==> config.mk <==
export PLATFORM = sky130hd
export DESIGN_NAME = stsu_mac
export DESIGN_NICKNAME = d
export VERILOG_FILES = /design/src/stereo_to_surround_biquad_upmixer_defines.svh /design/src/stsu_pkg.sv /design/src/stsu_mac.sv
export SDC_FILE = /design/constraint.sdc
export NUM_CORES = 2
export LEC_CHECK = 0
export ABC_AREA = 0
export BUFFER_PORTS_ARGS = -buffer_cell sky130_fd_sc_hd__buf_2
export CAP_MARGIN = 40
export CORE_MARGIN = 4
export CORE_UTILIZATION = 56
export CTS_CLUSTER_SIZE = 10
export DETAILED_ROUTE_END_ITERATION = 7
export MAX_ROUTING_LAYER = met4
export PLACE_DENSITY = 0.71
export SETUP_SLACK_MARGIN = 0.2
export SYNTH_ARGS = -nofsm -noshare
export SYNTH_HDL_FRONTEND = slang
export SYNTH_SLANG_ARGS = --single-unit
==> constraint.sdc <==
create_clock -name clk -period 14.1 [get_ports clk]
set_input_delay 2.115 -clock clk [delete_from_list [all_inputs] [get_ports clk]]
set_output_delay 2.115 -clock clk [all_outputs]
set_load 0.02 [all_outputs]
==> src/stereo_to_surround_biquad_upmixer_defines.svh <==
// Assertion macros for the stereo to surround upmixer.
// Used by the top level only; expects a clock named clk and a reset named rst.
`ifndef STEREO_TO_SURROUND_BIQUAD_UPMIXER_DEFINES_SVH
`define STEREO_TO_SURROUND_BIQUAD_UPMIXER_DEFINES_SVH

// Same-cycle implication
`define STSU_ASSERT_NOW(label, ante, cons, msg) \
  label: assert property (@(posedge clk) disable iff (rst) (ante) |-> (cons)) \
    else $error(msg);

// Next-cycle implication
`define STSU_ASSERT_NEXT(label, ante, cons, msg) \
  label: assert property (@(posedge clk) disable iff (rst) (ante) |=> (cons)) \
    else $error(msg);

// Implication after a fixed number of cycles
`define STSU_ASSERT_AFTER(label, ante, n, cons, msg) \
  label: assert property (@(posedge clk) disable iff (rst) (ante) |-> ##n (cons)) \
    else $error(msg);

`endif

==> src/stsu_pkg.sv <==
// Shared types, constants and coefficient table for the stereo to surround upmixer.
// No dependencies; imported by every module of the block.
package stsu_pkg;

  // Defaults for the top-level parameters
  localparam int SAMPLE_WIDTH_DEF = 24;
  localparam int COEF_FRAC_DEF    = 30;

  // Fixed datapath widths
  localparam int GAIN_W   = 5;
  localparam int Y_W      = 40;               // filter output history, Q31.8
  localparam int Y_FRAC   = 8;
  localparam int OP_W     = 40;               // multiplier operand (x or y history)
  localparam int OP_HALF  = 20;               // operand split point
  localparam int COEF_W   = 32;
  localparam int TERM_W   = COEF_W + OP_W;    // one full product
  localparam int ACC_W    = TERM_W + Y_FRAC + 3;
  localparam int NUM_SLOT = 6;
  localparam int SLOT_W   = 3;

  // Configuration register indexes and reset values
  localparam logic REG_ROUTING_MODE = 1'b0;
  localparam logic REG_INPUT_GAIN   = 1'b1;
  localparam logic ROUTE_SPLIT      = 1'b0;
  localparam logic ROUTE_PASS_LEFT  = 1'b1;
  localparam logic MODE_RESET       = ROUTE_PASS_LEFT;
  localparam logic signed [GAIN_W-1:0] GAIN_RESET = -5'sd3;

  // Biquad term order within one filter
  localparam logic [2:0] TERM_X0 = 3'd0;
  localparam logic [2:0] TERM_X1 = 3'd1;
  localparam logic [2:0] TERM_X2 = 3'd2;
  localparam logic [2:0] TERM_Y1 = 3'd3;
  localparam logic [2:0] TERM_Y2 = 3'd4;

  // Index of the last biquad per routing mode
  localparam logic [2:0] BQ_LAST_SPLIT = 3'd5;
  localparam logic [2:0] BQ_LAST_PASS  = 3'd4;

  typedef enum logic [1:0] {
    FILT_LP,
    FILT_HP,
    FILT_BP
  } filt_t;

  typedef enum logic [SLOT_W-1:0] {
    SLOT_L,
    SLOT_C,
    SLOT_R,
    SLOT_LS,
    SLOT_RS,
    SLOT_LFE
  } slot_t;

  typedef enum logic [1:0] {
    ST_IDLE,
    ST_RUN,
    ST_DRAIN,
    ST_XFER
  } state_t;

  typedef struct packed {
    slot_t slot;
    filt_t filt;
    logic  src_right;
  } route_t;

  // Control that travels with each product through the MAC pipeline
  typedef struct packed {
    logic vld;
    logic first;
    logic last;
    logic bterm;   // feed-forward term: scaled by 2^8, added; else subtracted
  } mac_ctl_t;

  // Q2.30 coefficients: b0, b1, b2, a1, a2
  function automatic logic signed [COEF_W:0] coef_q30(filt_t f, logic [2:0] k);
    logic signed [COEF_W:0] c;
    c = '0;
    unique case (f)
      FILT_LP: begin
        unique case (k)
          TERM_X0: c = 33'sd610995363;
          TERM_X1: c = 33'sd1221990726;
          TERM_X2: c = 33'sd610995363;
          TERM_Y1: c = 33'sd1012330264;
          TERM_Y2: c = 33'sd357909365;
          default: c = '0;
        endcase
      end
      FILT_HP: begin
        unique case (k)
          TERM_X0: c = 33'sd997101531;
          TERM_X1: c = -33'sd1994203062;
          TERM_X2: c = 33'sd997101531;
          TERM_Y1: c = -33'sd1988725833;
          TERM_Y2: c = 33'sd925938467;
          default: c = '0;
        endcase
      end
      FILT_BP: begin
        unique case (k)
          TERM_X0: c = 33'sd399719220;
          TERM_X1: c = '0;
          TERM_X2: c = -33'sd399719220;
          TERM_Y1: c = -33'sd734198042;
          TERM_Y2: c = 33'sd274303385;
          default: c = '0;
        endcase
      end
      default: c = '0;
    endcase
    return c;
  endfunction

  // Coefficient rounded half up to frac fraction bits
  function automatic logic signed [COEF_W-1:0] coef_val(filt_t f, logic [2:0] k, int frac);
    logic signed [COEF_W:0] q;
    logic signed [COEF_W:0] half;
    logic signed [COEF_W:0] r;
    int sh;
    q    = coef_q30(f, k);
    sh   = 30 - frac;
    half = (sh == 0) ? '0 : (33'sd1 <<< (sh - 1));
    r    = (q + half) >>> sh;
    return r[COEF_W-1:0];
  endfunction

  // Which slot, filter and source each biquad step serves
  function automatic route_t route_of(logic mode, logic [2:0] j);
    route_t r;
    r = '{slot: SLOT_L, filt: FILT_LP, src_right: 1'b0};
    if (mode == ROUTE_SPLIT) begin
      unique case (j)
        3'd0: r = '{slot: SLOT_L,   filt: FILT_LP, src_right: 1'b0};
        3'd1: r = '{slot: SLOT_C,   filt: FILT_HP, src_right: 1'b0};
        3'd2: r = '{slot: SLOT_LS,  filt: FILT_BP, src_right: 1'b0};
        3'd3: r = '{slot: SLOT_RS,  filt: FILT_BP, src_right: 1'b1};
        3'd4: r = '{slot: SLOT_R,   filt: FILT_HP, src_right: 1'b1};
        3'd5: r = '{slot: SLOT_LFE, filt: FILT_LP, src_right: 1'b1};
        default: r = '{slot: SLOT_L, filt: FILT_LP, src_right: 1'b0};
      endcase
    end else begin
      unique case (j)
        3'd0: r = '{slot: SLOT_C,   filt: FILT_LP, src_right: 1'b0};
        3'd1: r = '{slot: SLOT_LS,  filt: FILT_HP, src_right: 1'b0};
        3'd2: r = '{slot: SLOT_RS,  filt: FILT_BP, src_right: 1'b0};
        3'd3: r = '{slot: SLOT_R,   filt: FILT_BP, src_right: 1'b1};
        3'd4: r = '{slot: SLOT_LFE, filt: FILT_HP, src_right: 1'b1};
        default: r = '{slot: SLOT_C, filt: FILT_LP, src_right: 1'b0};
      endcase
    end
    return r;
  endfunction

endpackage

==> src/stsu_mac.sv <==
// Shared pipelined multiply-accumulate unit for the biquad products.
// Depends on stsu_pkg. Stages: split multiply, recombine, accumulate, scale and clamp.
module stsu_mac
  import stsu_pkg::*;
#(
  parameter int COEF_FRAC_BITS = COEF_FRAC_DEF
) (
  input  logic                     clk,
  input  logic                     rst,
  input  mac_ctl_t                 ctl,
  input  logic signed [COEF_W-1:0] coef,
  input  logic signed [OP_W-1:0]   opnd,
  output logic                     y_vld,
  output logic signed [Y_W-1:0]    y
);

  localparam int PL_W = COEF_W + OP_HALF + 1;
  localparam int PH_W = COEF_W + OP_W - OP_HALF;

  mac_ctl_t ctl_a;
  mac_ctl_t ctl_b;
  logic     acc_done;

  logic signed [COEF_W+OP_HALF:0]        p_lo;
  logic signed [COEF_W+OP_W-OP_HALF-1:0] p_hi;
  logic signed [TERM_W-1:0]              sum;
  logic signed [ACC_W-1:0]               acc;

  logic signed [ACC_W-1:0] term;
  logic signed [ACC_W-1:0] base;
  logic signed [ACC_W-1:0] scaled;
  logic                    ovf;

  // Control pipeline
  always_ff @(posedge clk) begin
    if (rst) begin
      ctl_a    <= '0;
      ctl_b    <= '0;
      acc_done <= 1'b0;
      y_vld    <= 1'b0;
    end else begin
      ctl_a    <= ctl;
      ctl_b    <= ctl_a;
      acc_done <= ctl_b.vld && ctl_b.last;
      y_vld    <= acc_done;
    end
  end

  // Stage A: operand split in two halves, two narrow multiplies
  always_ff @(posedge clk) begin
    p_lo <= PL_W'(coef) * PL_W'($signed({1'b0, opnd[OP_HALF-1:0]}));
    p_hi <= PH_W'(coef) * PH_W'($signed(opnd[OP_W-1:OP_HALF]));
  end

  // Stage B: recombine into the full product
  always_ff @(posedge clk) begin
    sum <= (TERM_W'(p_hi) <<< OP_HALF) + TERM_W'(p_lo);
  end

  // Stage C: accumulate; feed-forward terms carry the 2^8 output scale
  always_comb begin
    term = ACC_W'(sum);
    if (ctl_b.bterm) begin
      term = term <<< Y_FRAC;
    end
    base = ctl_b.first ? '0 : acc;
  end

  always_ff @(posedge clk) begin
    if (ctl_b.vld) begin
      acc <= ctl_b.bterm ? (base + term) : (base - term);
    end
  end

  // Stage D: floor to 8 fraction bits, clamp to the history width
  always_comb begin
    scaled = acc >>> COEF_FRAC_BITS;
    ovf    = !((&scaled[ACC_W-1:Y_W-1]) || !(|scaled[ACC_W-1:Y_W-1]));
  end

  always_ff @(posedge clk) begin
    if (acc_done) begin
      if (ovf) begin
        y <= {scaled[ACC_W-1], {(Y_W-1){~scaled[ACC_W-1]}}};
      end else begin
        y <= scaled[Y_W-1:0];
      end
    end
  end

endmodule

==> reports/qor.yml <==
overflow: 0
clk_pin_slew_ns: 0.06
slew_violations: 0
setup_tns_ns: 0
skew_ns: 0.0175
worstPathArrival_ns: 10.11
io_pins: 119
gp_congestion: 0.960
core-area_um2: 113000
dpl-instance-area_um2: 65700
synth-compound-area-share_pct: 8.70
synth_area_leaders: "fa_1 40%, inv_1 8.7%, ha_1 7.8%, and2_1 6.8%, dfxtp_1 5.8%"
hold_buffers: 0
maxSlewHeadroom_pct: 31.4
finalNetCount: 8789
synth.mux.area_fraction_pct: 0.0899
synth_seq_cells: 310
period_needed_ns: 9.74
holdPathEnd: "sum[4]"
drt_first_iter_violations: 3363
critPathMaxFanout: 40
fillCellCount: 10061
hold_path_class: "register to register"
rsz0062_at_grt: "no"
worst_slew_pin_slew_ns: 1.03
fin_hold_ws_ns: 0.316
cts.sinks: 310
die_area_um2: 120000
initial_core_util_pct: 56.7
grt_pass1_vias: 51679
dr.pass1.iters: 6
cap_violations: 0
crit_path_end_kind: "register"
status: "finished clean"
synth_top_area_share_pct: 39.8
reg2reg_from: "ctl_b[0]"
hold_viol: 0
cts_tree: "yes"
hp-start: "p_lo[4]"
synth-edff-count: 123
yosys_warnings: 0
num_vias: 48255
required_ns: 14.46
setup_viol: 0
area_delta_synth_final_pct: 4.54
io_buffers: 118
final_area_um2: 66900
dp_hpwl_um: 132000
finalCritPeriodShare_pct: 69.1
synthArstFlopShare_pct: 0
synth.most_common_cell: "inv_1"
synth_top_area_cell: "fa_1"
hold_depth: 0
drive_above_1_share_pct: 3.88
avgSynthCellArea_um2: 8.92
synthCells: 7178
grt_max_degree: 108
placedCellCount: 8496
multiInputGateArea_um2: 49700
root_buffer: "clkbuf_16"
rows: 123
synth_area_um2: 64000
drc_errors: 0
crit_path_start_kind: "input port"
seq_area_frac_synth_pct: 11.6
htree_num_levels: 2
area.sequential_um2: 7450
grt.total_usage_pct: 29.6
antenna_found_initial: 18
synth_top_family_by_area: "adder cells"
crit_type: "input port to register"
cts_resized: 0
synthDistinctLibCells: 84
postCtsSetupRepairBufs: 0
viasPerCell: 5.63
r2r-end: "acc[78]"
synthXorXnorAreaFrac_pct: 4.16
ys.flop_type: "dfxtp_1"
antenna_left: 0
postSynthNetCount: 8929
wire_per_inst_um: 19.6
synth_common_cells: "1477 x inv_1, 1273 x fa_1, 807 x nand2_1"
max_freq_ghz: 0.103
worstSkewPairLatency_ns: 0.56
synth-adder-area-share_pct: 47.6
worst_r2r_path_depth: 22
synthSimpleGateAreaFrac_pct: 17.0
grt_pass1_wl_um: 277000
die_w_um: 346
fp.dieH_um: 346
final_cells: 8578
clk_path_buf_depth: 3
drt-total-wl_um: 168000
r2r_slack_ns: 6.05
cts_buffers: 40
-- metal layers --
layer	track usage [%]	vias to the layer above	wire, µm
met5	-	-	0
met4	10.1	0	6510
met3	4.91	400	13400
met2	47.0	1937	78000
met1	39.0	24230	70100
li1	-	21688	-
-- final cells by class --
class	count	area share (%)
clock buffers	58	1.69
inverters	1478	8.29
flip-flops and latches	310	11.1
diodes	14	0.0524
clock inverters	10	0.101
multi-input cells	5039	74.2
well taps	1500	2.81
repair buffers	169	1.68
-- cells by family after synthesis --
family | after synthesis
AO/OA/AOI/OAI | 895
XOR/XNOR | 304
adder cells (fa/ha/maj) | 1673
buffers and inverters | 1829
flip-flops | 310
multiplexers | 5
AND/OR/NAND/NOR | 2162
-- state kept, by name, summed over array words and instances, names as in the netlist --
register  flops
y            40
p_hi         52
sum          72
y_vld         1
ctl_a         4
acc_done      1
acc          83
ctl_b         4
p_lo         53
-- how the worst max path moves through the flow --
stage / startpoint / end / slack [ns] / cells after the start
6_report: coef[12] / p_lo[37] / 4.36 / 25
3_5_place_dp: opnd[6] / p_lo[37] / 4.03 / 23
2_1_floorplan: opnd[6] / p_lo[51] / 5.44 / 23
4_1_cts: opnd[6] / p_lo[37] / 4.60 / 23
5_1_grt: opnd[6] / p_lo[37] / 4.16 / 23
3_3_place_gp: coef[22] / p_lo[43] / 3.99 / 23
-- metrics by stage --
stage	worst slack, ns	util (%)
6_report	4.36	59.2
5_1_grt	4.16	59.2
4_1_cts	4.60	59.2
3_5_place_dp	4.03	58.1
3_3_place_gp	3.99	57.9
2_1_floorplan	5.44	-
-- cells in the final DEF (no fill, tap or decap), drive strengths merged, types with 169 or more instances in the layout --
| master | count |
|---|---|
| inv | 1477 |
| fa | 1273 |
| nand2 | 809 |
| and2 | 692 |
| ha | 400 |
| a21oi | 267 |
| nor2 | 249 |
| o21ai | 241 |
| xnor2 | 201 |
| dfxtp | 187 |
| buf | 169 |
-- worst max-delay path, stage by stage --
cell and delay [ns]:
buf_2 0.07, buf_4 0.52, and2_1 0.25, fa_1 0.45
fa_1 0.52, inv_1 0.05, fa_1 0.49, inv_1 0.06
fa_1 0.48, fa_1 0.52, fa_1 0.50, inv_1 0.05
fa_1 0.47, inv_1 0.04, ha_1 0.38, a211oi_1 0.28
nand2_1 0.12, nor3_1 0.40, a2111oi_0 0.19, buf_4 0.21
o41ai_1 0.67, o21ai_0 0.38, a21o_1 0.26, a21oi_1 0.16
xnor2_1 0.41
Power is not shown: default switching activity piles up to over one toggle a cycle in this logic, so the estimate is an artifact.
