[src/stereo_to_surround_biquad_upmixer_defines.svh]
// Assertion macros for the stereo to surround upmixer.
// Used by the top level only; expects a clock named clk and a reset named rst.
`ifndef STEREO_TO_SURROUND_BIQUAD_UPMIXER_DEFINES_SVH
`define STEREO_TO_SURROUND_BIQUAD_UPMIXER_DEFINES_SVH

// Same-cycle implication
`define STSU_ASSERT_NOW(label, ante, cons, msg) \
  label: assert property (@(posedge clk) disable iff (rst) (ante) |-> (cons)) \
    else $error(msg);

// Next-cycle implication
`define STSU_ASSERT_NEXT(label, ante, cons, msg) \
  label: assert property (@(posedge clk) disable iff (rst) (ante) |=> (cons)) \
    else $error(msg);

// Implication after a fixed number of cycles
`define STSU_ASSERT_AFTER(label, ante, n, cons, msg) \
  label: assert property (@(posedge clk) disable iff (rst) (ante) |-> ##n (cons)) \
    else $error(msg);

`endif

[src/stsu_pkg.sv]
// Shared types, constants and coefficient table for the stereo to surround upmixer.
// No dependencies; imported by every module of the block.
package stsu_pkg;

  // Defaults for the top-level parameters
  localparam int SAMPLE_WIDTH_DEF = 24;
  localparam int COEF_FRAC_DEF    = 30;

  // Fixed datapath widths
  localparam int GAIN_W   = 5;
  localparam int Y_W      = 40;               // filter output history, Q31.8
  localparam int Y_FRAC   = 8;
  localparam int OP_W     = 40;               // multiplier operand (x or y history)
  localparam int OP_HALF  = 20;               // operand split point
  localparam int COEF_W   = 32;
  localparam int TERM_W   = COEF_W + OP_W;    // one full product
  localparam int ACC_W    = TERM_W + Y_FRAC + 3;
  localparam int NUM_SLOT = 6;
  localparam int SLOT_W   = 3;

  // Configuration register indexes and reset values
  localparam logic REG_ROUTING_MODE = 1'b0;
  localparam logic REG_INPUT_GAIN   = 1'b1;
  localparam logic ROUTE_SPLIT      = 1'b0;
  localparam logic ROUTE_PASS_LEFT  = 1'b1;
  localparam logic MODE_RESET       = ROUTE_PASS_LEFT;
  localparam logic signed [GAIN_W-1:0] GAIN_RESET = -5'sd3;

  // Biquad term order within one filter
  localparam logic [2:0] TERM_X0 = 3'd0;
  localparam logic [2:0] TERM_X1 = 3'd1;
  localparam logic [2:0] TERM_X2 = 3'd2;
  localparam logic [2:0] TERM_Y1 = 3'd3;
  localparam logic [2:0] TERM_Y2 = 3'd4;

  // Index of the last biquad per routing mode
  localparam logic [2:0] BQ_LAST_SPLIT = 3'd5;
  localparam logic [2:0] BQ_LAST_PASS  = 3'd4;

  typedef enum logic [1:0] {
    FILT_LP,
    FILT_HP,
    FILT_BP
  } filt_t;

  typedef enum logic [SLOT_W-1:0] {
    SLOT_L,
    SLOT_C,
    SLOT_R,
    SLOT_LS,
    SLOT_RS,
    SLOT_LFE
  } slot_t;

  typedef enum logic [1:0] {
    ST_IDLE,
    ST_RUN,
    ST_DRAIN,
    ST_XFER
  } state_t;

  typedef struct packed {
    slot_t slot;
    filt_t filt;
    logic  src_right;
  } route_t;

  // Control that travels with each product through the MAC pipeline
  typedef struct packed {
    logic vld;
    logic first;
    logic last;
    logic bterm;   // feed-forward term: scaled by 2^8, added; else subtracted
  } mac_ctl_t;

  // Q2.30 coefficients: b0, b1, b2, a1, a2
  function automatic logic signed [COEF_W:0] coef_q30(filt_t f, logic [2:0] k);
    logic signed [COEF_W:0] c;
    c = '0;
    unique case (f)
      FILT_LP: begin
        unique case (k)
          TERM_X0: c = 33'sd610995363;
          TERM_X1: c = 33'sd1221990726;
          TERM_X2: c = 33'sd610995363;
          TERM_Y1: c = 33'sd1012330264;
          TERM_Y2: c = 33'sd357909365;
          default: c = '0;
        endcase
      end
      FILT_HP: begin
        unique case (k)
          TERM_X0: c = 33'sd997101531;
          TERM_X1: c = -33'sd1994203062;
          TERM_X2: c = 33'sd997101531;
          TERM_Y1: c = -33'sd1988725833;
          TERM_Y2: c = 33'sd925938467;
          default: c = '0;
        endcase
      end
      FILT_BP: begin
        unique case (k)
          TERM_X0: c = 33'sd399719220;
          TERM_X1: c = '0;
          TERM_X2: c = -33'sd399719220;
          TERM_Y1: c = -33'sd734198042;
          TERM_Y2: c = 33'sd274303385;
          default: c = '0;
        endcase
      end
      default: c = '0;
    endcase
    return c;
  endfunction

  // Coefficient rounded half up to frac fraction bits
  function automatic logic signed [COEF_W-1:0] coef_val(filt_t f, logic [2:0] k, int frac);
    logic signed [COEF_W:0] q;
    logic signed [COEF_W:0] half;
    logic signed [COEF_W:0] r;
    int sh;
    q    = coef_q30(f, k);
    sh   = 30 - frac;
    half = (sh == 0) ? '0 : (33'sd1 <<< (sh - 1));
    r    = (q + half) >>> sh;
    return r[COEF_W-1:0];
  endfunction

  // Which slot, filter and source each biquad step serves
  function automatic route_t route_of(logic mode, logic [2:0] j);
    route_t r;
    r = '{slot: SLOT_L, filt: FILT_LP, src_right: 1'b0};
    if (mode == ROUTE_SPLIT) begin
      unique case (j)
        3'd0: r = '{slot: SLOT_L,   filt: FILT_LP, src_right: 1'b0};
        3'd1: r = '{slot: SLOT_C,   filt: FILT_HP, src_right: 1'b0};
        3'd2: r = '{slot: SLOT_LS,  filt: FILT_BP, src_right: 1'b0};
        3'd3: r = '{slot: SLOT_RS,  filt: FILT_BP, src_right: 1'b1};
        3'd4: r = '{slot: SLOT_R,   filt: FILT_HP, src_right: 1'b1};
        3'd5: r = '{slot: SLOT_LFE, filt: FILT_LP, src_right: 1'b1};
        default: r = '{slot: SLOT_L, filt: FILT_LP, src_right: 1'b0};
      endcase
    end else begin
      unique case (j)
        3'd0: r = '{slot: SLOT_C,   filt: FILT_LP, src_right: 1'b0};
        3'd1: r = '{slot: SLOT_LS,  filt: FILT_HP, src_right: 1'b0};
        3'd2: r = '{slot: SLOT_RS,  filt: FILT_BP, src_right: 1'b0};
        3'd3: r = '{slot: SLOT_R,   filt: FILT_BP, src_right: 1'b1};
        3'd4: r = '{slot: SLOT_LFE, filt: FILT_HP, src_right: 1'b1};
        default: r = '{slot: SLOT_C, filt: FILT_LP, src_right: 1'b0};
      endcase
    end
    return r;
  endfunction

endpackage

[src/stsu_hist_mem.sv]
// Filter history memory: one row per output slot holding x1, x2, y1, y2.
// Depends on stsu_pkg. Registered read; rows never written read as zero.
module stsu_hist_mem
  import stsu_pkg::*;
#(
  parameter int ROW_W = 2 * (SAMPLE_WIDTH_DEF + GAIN_W) + 2 * Y_W
) (
  input  logic              clk,
  input  logic              rst,
  input  logic              wr_en,
  input  logic [SLOT_W-1:0] wr_addr,
  input  logic [ROW_W-1:0]  wr_data,
  input  logic              rd_en,
  input  logic [SLOT_W-1:0] rd_addr,
  output logic [ROW_W-1:0]  rd_data
);

  logic [ROW_W-1:0]    mem [NUM_SLOT];
  logic [NUM_SLOT-1:0] row_vld;
  logic [ROW_W-1:0]    rd_q;
  logic                rd_vld;

  // Storage array
  always_ff @(posedge clk) begin
    if (wr_en) begin
      mem[wr_addr] <= wr_data;
    end
    if (rd_en) begin
      rd_q <= mem[rd_addr];
    end
  end

  // Per-row valid bits stand in for the all-zero reset state
  always_ff @(posedge clk) begin
    if (rst) begin
      row_vld <= '0;
      rd_vld  <= 1'b0;
    end else begin
      if (wr_en) begin
        row_vld[wr_addr] <= 1'b1;
      end
      if (rd_en) begin
        rd_vld <= row_vld[rd_addr];
      end
    end
  end

  assign rd_data = rd_vld ? rd_q : '0;

endmodule

[config.mk]
export PLATFORM = sky130hd
export DESIGN_NAME = stsu_hist_mem
export DESIGN_NICKNAME = d
export VERILOG_FILES = /design/src/stereo_to_surround_biquad_upmixer_defines.svh /design/src/stsu_pkg.sv /design/src/stsu_hist_mem.sv
export SDC_FILE = /design/constraint.sdc
export NUM_CORES = 1
export LEC_CHECK = 0
export ABC_AREA = 0
export BUFFER_PORTS_ARGS = -buffer_cell sky130_fd_sc_hd__buf_2
export CORE_ASPECT_RATIO = 1.75
export CORE_MARGIN = 2
export CORE_UTILIZATION = 30
export CTS_BUF_LIST = sky130_fd_sc_hd__clkbuf_2
export CTS_CLUSTER_SIZE = 12
export DETAILED_ROUTE_END_ITERATION = 8
export HOLD_SLACK_MARGIN = 0.15
export PLACE_DENSITY_LB_ADDON = 0.05
export SETUP_SLACK_MARGIN = 0.05
export SLEW_MARGIN = 40
export SYNTH_ARGS = -nofsm -noshare
export SYNTH_HDL_FRONTEND = slang
export SYNTH_SLANG_ARGS = --single-unit
export TNS_END_PERCENT = 1
[constraint.sdc]
create_clock -name clk -period 24.2 [get_ports clk]
set_input_delay 4.84 -clock clk [delete_from_list [all_inputs] [get_ports clk]]
set_output_delay 4.84 -clock clk [all_outputs]
set_load 0.1 [all_outputs]
==> results of run 1 <==
## flip-flops by register name (all words and copies together), names as in the netlist
signal and count:
row_vld 6, mem 828, rd_q 138, rd_vld 1
## routing by layer
layer | up-vias | wire [µm] | global-route usage, %
met4 | 40 | 2013 | 4.988
met2 | 513 | 44050 | 24.09
li1 | 8178 | - | -
met5 | - | 250 | 0
met3 | 203 | 6814 | 5.164
met1 | 9574 | 39870 | 19.38
## area by class of cell
class                   count  area (µm²)
multi-input cells         717        6789
diodes                     15       37.54
repair buffers            321        1858
fillers                 11650       78860
clock buffers             319        1597
clock inverters            87       411.6
well taps                1624        2032
flip-flops and latches    973       29150
## power by group
| part | total [µW] | internal, µW | leakage [µW] | switching, µW |
|---|---|---|---|---|
| logic | 247 | 71.0 | 0.00419 | 176 |
| clock network | 1040 | 380 | 0.00150 | 658 |
| registers | 1940 | 1920 | 0.00891 | 15.2 |
| total | 3220 | 2370 | 0.0146 | 849 |
## cells by family (layout without fill, tap and decap cells)
| kind of cell | count (synthesis) | after routing | synth area share (%) |
|---|---|---|---|
| flops | 973 | 973 | 80.08 |
| mux | 279 | 279 | 12.42 |
| buf+inv | 93 | 727 | 1.406 |
| compound gates | 142 | 142 | 1.994 |
| other cells | 0 | 15 | 0 |
| simple gates | 296 | 296 | 4.101 |
## metrics by stage
stage	hold WS (ns)	cell area [µm²]	worst slack [ns]	util, %
after global routing	0.5255	41860	15.43	34.67
after floorplan	0.4313	36400	3.939	-
after detailed placement	0.4569	39820	15.98	32.98
final	0.4770	41880	15.85	34.68
after global placement	0.4491	39710	15.90	32.89
after CTS	0.4829	41830	15.42	34.65
## worst max-delay path by stage
stage | slack, ns | endpoint | cells past startpoint | from
6_report | 15.85 | rd_data[67] | 3 | rd_vld$_SDFFE_PP0P_
5_1_grt | 15.43 | rd_data[67] | 3 | rd_vld$_SDFFE_PP0P_
4_1_cts | 15.42 | rd_data[67] | 3 | rd_vld$_SDFFE_PP0P_
3_5_place_dp | 15.98 | rd_q[104]$_DFFE_PP_ | 8 | rd_addr[0]
3_3_place_gp | 15.90 | rd_q[9]$_DFFE_PP_ | 6 | rd_addr[0]
2_1_floorplan | 3.94 | mem[0][0]$_DFFE_PP_ | 1 | wr_addr[0]
## synthesized netlist by cell type (2+ instances only)
library cell  instances  area share [%]
edfxtp_1            966              80
nor2_1              148             1.5
mux2i_1             140             3.8
a21oi_1             138             1.9
and2_1              138             2.4
mux4_2              138             8.5
clkbuf_1             39            0.40
buf_4                19            0.39
buf_2                16            0.22
buf_1                 9           0.093
buf_6                 9            0.28
dfxtp_1               7            0.38
nor4bb_1              2           0.055
## critical path, delay by kind of cell (launching register included)
kind,cells,cell delay [ns]
buf+inv,2,1.03
flops,1,0.61
simple gates,1,0.35
==> results.yml, run 1 <==
clocking:
  cts_htree_levels: 4
  cts.sinks: 973
  cts.clk_slew.worst_paths_ns: 0.10
  cts_resized: 0
  postCtsSetupBuffers: 0
  cts.hold.buffers_added: 0
  cts_tree: "built"
  numCtsBuffers: 228
  clock_path_buffers: 3
  cts_root_buffer: "clkbuf_2"
  worstSkewPairLatency_ns: 1.55
synth:
  ys_seq_area_share_pct: 80.08
  async_reset_ff_share_pct: 0
  synth_cell_types: 27
  syn_avg_cell_area_um2: 20.41
  yosysWarnings: 0
  synth-edff-count: 966
  ys.flop_type: "edfxtp_1"
  synth.cell_area_um2: 36400
  synth_fp_nets: 1931
  synth-seq-cells: 973
  synthCells: 1783
worst_setup_path:
  r2r_setup_slack_ns: 22.84
  start_kind: "register"
  cp_max_fo: 68
  slowest_delay_ns: 0.61
  r2r-start: "mem[0][88]$_DFFE_PP_"
  worst_setup_path_end_kind: "primary output"
  cp_data_required_time_ns: 19.36
  worst-r2r-cell-count: 3
  cp.arrival_ns: 3.51
  cp_cell_sequence: "buf_6 > and2_1 > buf_2"
  criticalPathCategory: "register to primary output"
  r2r_end: "rd_q[88]$_DFFE_PP_"
  cp_slowest_cell: "dfxtp_4"
timing:
  tightest_slew_ns: 0.9895
  rsz0062_at_grt: "false"
  finClkSkew_ns: 0.09688
  fin_crit_ns: 8.355
  fmax_ghz: 0.1197
  max_slew_margin_pct: 34.04
  tns_ns: 0
  hold_viol_final: 0
  maxSlewViolCount: 0
  setup_viol: 0
  timing.final.crit_share_pct: 34.52
finish:
  layout_common_cells: "edfxtp_1, clkbuf_2, buf_2"
  layout-drive-gt1-share_pct: 33.26
  final_common_cell: "edfxtp_1"
  final_cells: 4056
  final_nets: 2389
  syn2layout_area_growth_pct: 15.05
floorplanning:
  die_w_um: 267.3
  core_area_um2: 120700
  rows: 169
  die_h_um: 464.8
  boundaryPins: 286
  initial_utilization_pct: 30.15
  dieArea_um2: 124200
power:
  ir_worst_vdd_v: 0.00003833
  p_per_area_nw_per_um2: 76.92
  p_leak_uw: 0.01460
  p_total_uw: 3221
route:
  wl_per_cell_um: 22.93
  via_per_inst: 4.563
  drc: 0
  drt_wl_total_um: 93000
  first_iter_violations: 982
  antenna_left: 0
  num_vias: 18510
  first_pass_iters: 4
hold_path:
  hp-start: "row_vld[0]$_SDFFE_PP0P_"
  holdPathEnd: "row_vld[0]$_SDFFE_PP0P_"
  hold_depth: 2
  hp-class: "register to register"
global_route:
  grt_antenna_before_repair: 32
  grt_pass1_wl_um: 135400
  grt_max_degree: 98
  grt_usage_pct: 15.17
  grt-ovfl-total: 0
  grt_pass1_vias: 20350
placed_design:
  dp_hpwl_um: 48170
  dp.cells: 3635
  routabilityCongestion: 0.6802
  numPortBuffers: 285
job:
  cap_viol_max_count: 0
outcome:
  status: "completed"
(Power assumes the default switching activity.)
==> run 2, diff against run 1 <==
Clock period 24.2 ns to 6.9 ns, I/O delays scaled along.
==> run 2 against run 1 <==
  * Core utilization increased by 1.2 points
  * Worst hold slack improved by 0.0078 ns
  * Sequential cell count unchanged
  * Clock skew is 0.014 ns lower
  * Critical path depth unchanged
==> results.yml, run 2 (same netlist as run 1, synthesis figures left out) <==
hold_path:
  hp-start: "row_vld[3]$_SDFFE_PP0P_"
  holdPathEnd: "row_vld[3]$_SDFFE_PP0P_"
  hp-class: "register to register"
  hold_depth: 2
route:
  first_iter_violations: 1015
  wl_per_cell_um: 21.95
  first_pass_iters: 5
  drc: 0
  drt_wl_total_um: 91770
  antenna_left: 0
  via_per_inst: 4.508
  num_vias: 18850
finish:
  layout-drive-gt1-share_pct: 31.46
  largest-register: "mem"
  final_common_cell: "edfxtp_1"
  nFillCells: 11520
  syn2layout_area_growth_pct: 19.09
  final_nets: 2530
  design_area_um2: 43350
  reg.largest.list: "mem: 828 flops, rd_q: 138 flops, row_vld: 6 flops"
  layout_common_cells: "edfxtp_1, clkbuf_2, buf_2"
  largest_register_ffs: 828
worst_setup_path:
  slowest_delay_ns: 0.66
  cp_data_required_time_ns: 5.52
  r2r_end: "rd_vld$_SDFFE_PP0P_"
  cp_max_fo: 38
  worst-r2r-cell-count: 3
  r2r_setup_slack_ns: 5.32
  cp_slowest_cell: "dfxtp_4"
  start_kind: "register"
  cp.arrival_ns: 3.29
  r2r-start: "rd_vld$_SDFFE_PP0P_"
  cp_cell_sequence: "buf_4 > and2_1 > buf_2"
  worst_setup_path_end_kind: "primary output"
  criticalPathCategory: "register to primary output"
floorplanning:
  rows: 169
  boundaryPins: 286
  core_area_um2: 120700
  dieArea_um2: 124200
  initial_utilization_pct: 30.15
  die_h_um: 464.8
  die_w_um: 267.3
power:
  p_leak_uw: 0.01523
  ir_worst_vdd_v: 0.0001337
  p_per_area_nw_per_um2: 263.0
placed_design:
  dp_hpwl_um: 47410
  postPlaceCellArea_um2: 39830
  pre_cts_ws_ns: 3.031
  numPortBuffers: 285
  routabilityCongestion: 0.6668
timing:
  setup_viol: 0
  hold_viol_final: 0
  fmax_ghz: 0.2141
  tightest_slew_ns: 0.9960
  rsz0062_at_grt: "false"
  hold-worst-slack_ns: 0.4848
  worst_slack_ns: 2.229
  max_slew_margin_pct: 33.60
  maxSlewViolCount: 0
  finClkSkew_ns: 0.08275
  fin_crit_ns: 4.671
  timing.final.crit_share_pct: 67.70
clocking:
  cts.sinks: 973
  postCtsSetupBuffers: 0
  cts_root_buffer: "clkbuf_2"
  cts.clk_slew.worst_paths_ns: 0.10
  worstSkewPairLatency_ns: 1.53
  cts.hold.buffers_added: 143
  clock_path_buffers: 3
  cts_tree: "built"
  cts_resized: 0
  cts_htree_levels: 4
  numCtsBuffers: 230
job:
  cap_viol_max_count: 0
global_route:
  grt_pass1_vias: 21050
  grt_pass1_wl_um: 136100
  grt_max_degree: 137
  grt-ovfl-total: 0
  grt_antenna_before_repair: 21
  grt_usage_pct: 15.09
outcome:
  status: "completed"
run 2: cell types whose count changed in the layout (fill, tap and decap cells not counted), sizes merged:
cell         before  now
inv               4    5
diode            15    8
dlygate4sd3       0  143
clkinvlp          6    0
buf             321  317
clkbuf          319  320
bufinv            2    4
clkinv           75   70
run 2: area by class of cell:
class                           count  area, µm²  area share (%)
Sequential cell                   973      29150           67.25
Multi-Input combinational cell    717       6804           15.70
Timing Repair Buffer              460       3321           7.661
Tap cell                         1624       2032           4.688
Clock buffer                      320       1602           3.695
Clock inverter                     79      416.7          0.9612
Antenna cell                        8      20.02         0.04618
run 2: where the power goes:
group | leakage, µW | switching (µW) | internal, µW | total (µW)
Sequential | 0.00891 | 60.6 | 6740 | 6800
Clock | 0.00154 | 2270 | 1400 | 3670
Combinational | 0.00478 | 629 | 304 | 932
run 2: stage by stage:
step | total power, µW | util [%] | cells | TNS (ns)
after global placement | 7806 | 32.93 | 3626 | 0
final | 11400 | 35.90 | 4181 | 0
after detailed placement | 7826 | 32.99 | 3629 | 0
after floorplan | 7511 | - | 1783 | -479.17
after global routing | 12010 | 35.90 | 4180 | 0
after CTS | 11680 | 35.84 | 4171 | 0
run 2: layer usage:
metal  wire [µm]  up-vias  global-route usage, %
met1       39550     9655                  19.08
li1            -     8428                      -
met2       43980      532                  24.27
met5         213        -                      0
met4        1940       36                  4.835
met3        6080      197                  5.090
run 2: worst max-delay path by stage:
| stage | startpoint | end | slack [ns] | depth (start not counted) |
|---|---|---|---|---|
| floorplan | wr_addr[0] | mem[4][0]$_DFFE_PP_ | -3.05 | 1 |
| global placement | rd_addr[0] | rd_q[115]$_DFFE_PP_ | 3.07 | 5 |
| detailed placement | rd_addr[0] | rd_q[115]$_DFFE_PP_ | 3.03 | 5 |
| CTS | rd_vld$_SDFFE_PP0P_ | rd_data[129] | 1.75 | 3 |
| global route | rd_vld$_SDFFE_PP0P_ | rd_data[129] | 1.71 | 3 |
| finish | rd_vld$_SDFFE_PP0P_ | rd_data[129] | 2.23 | 3 |
run 2: worst max-delay path, delay by kind of cell (launching register included):
family	cells	cell delay, ns
simple gates	1	0.25
buf+inv	2	0.92
flops	1	0.66
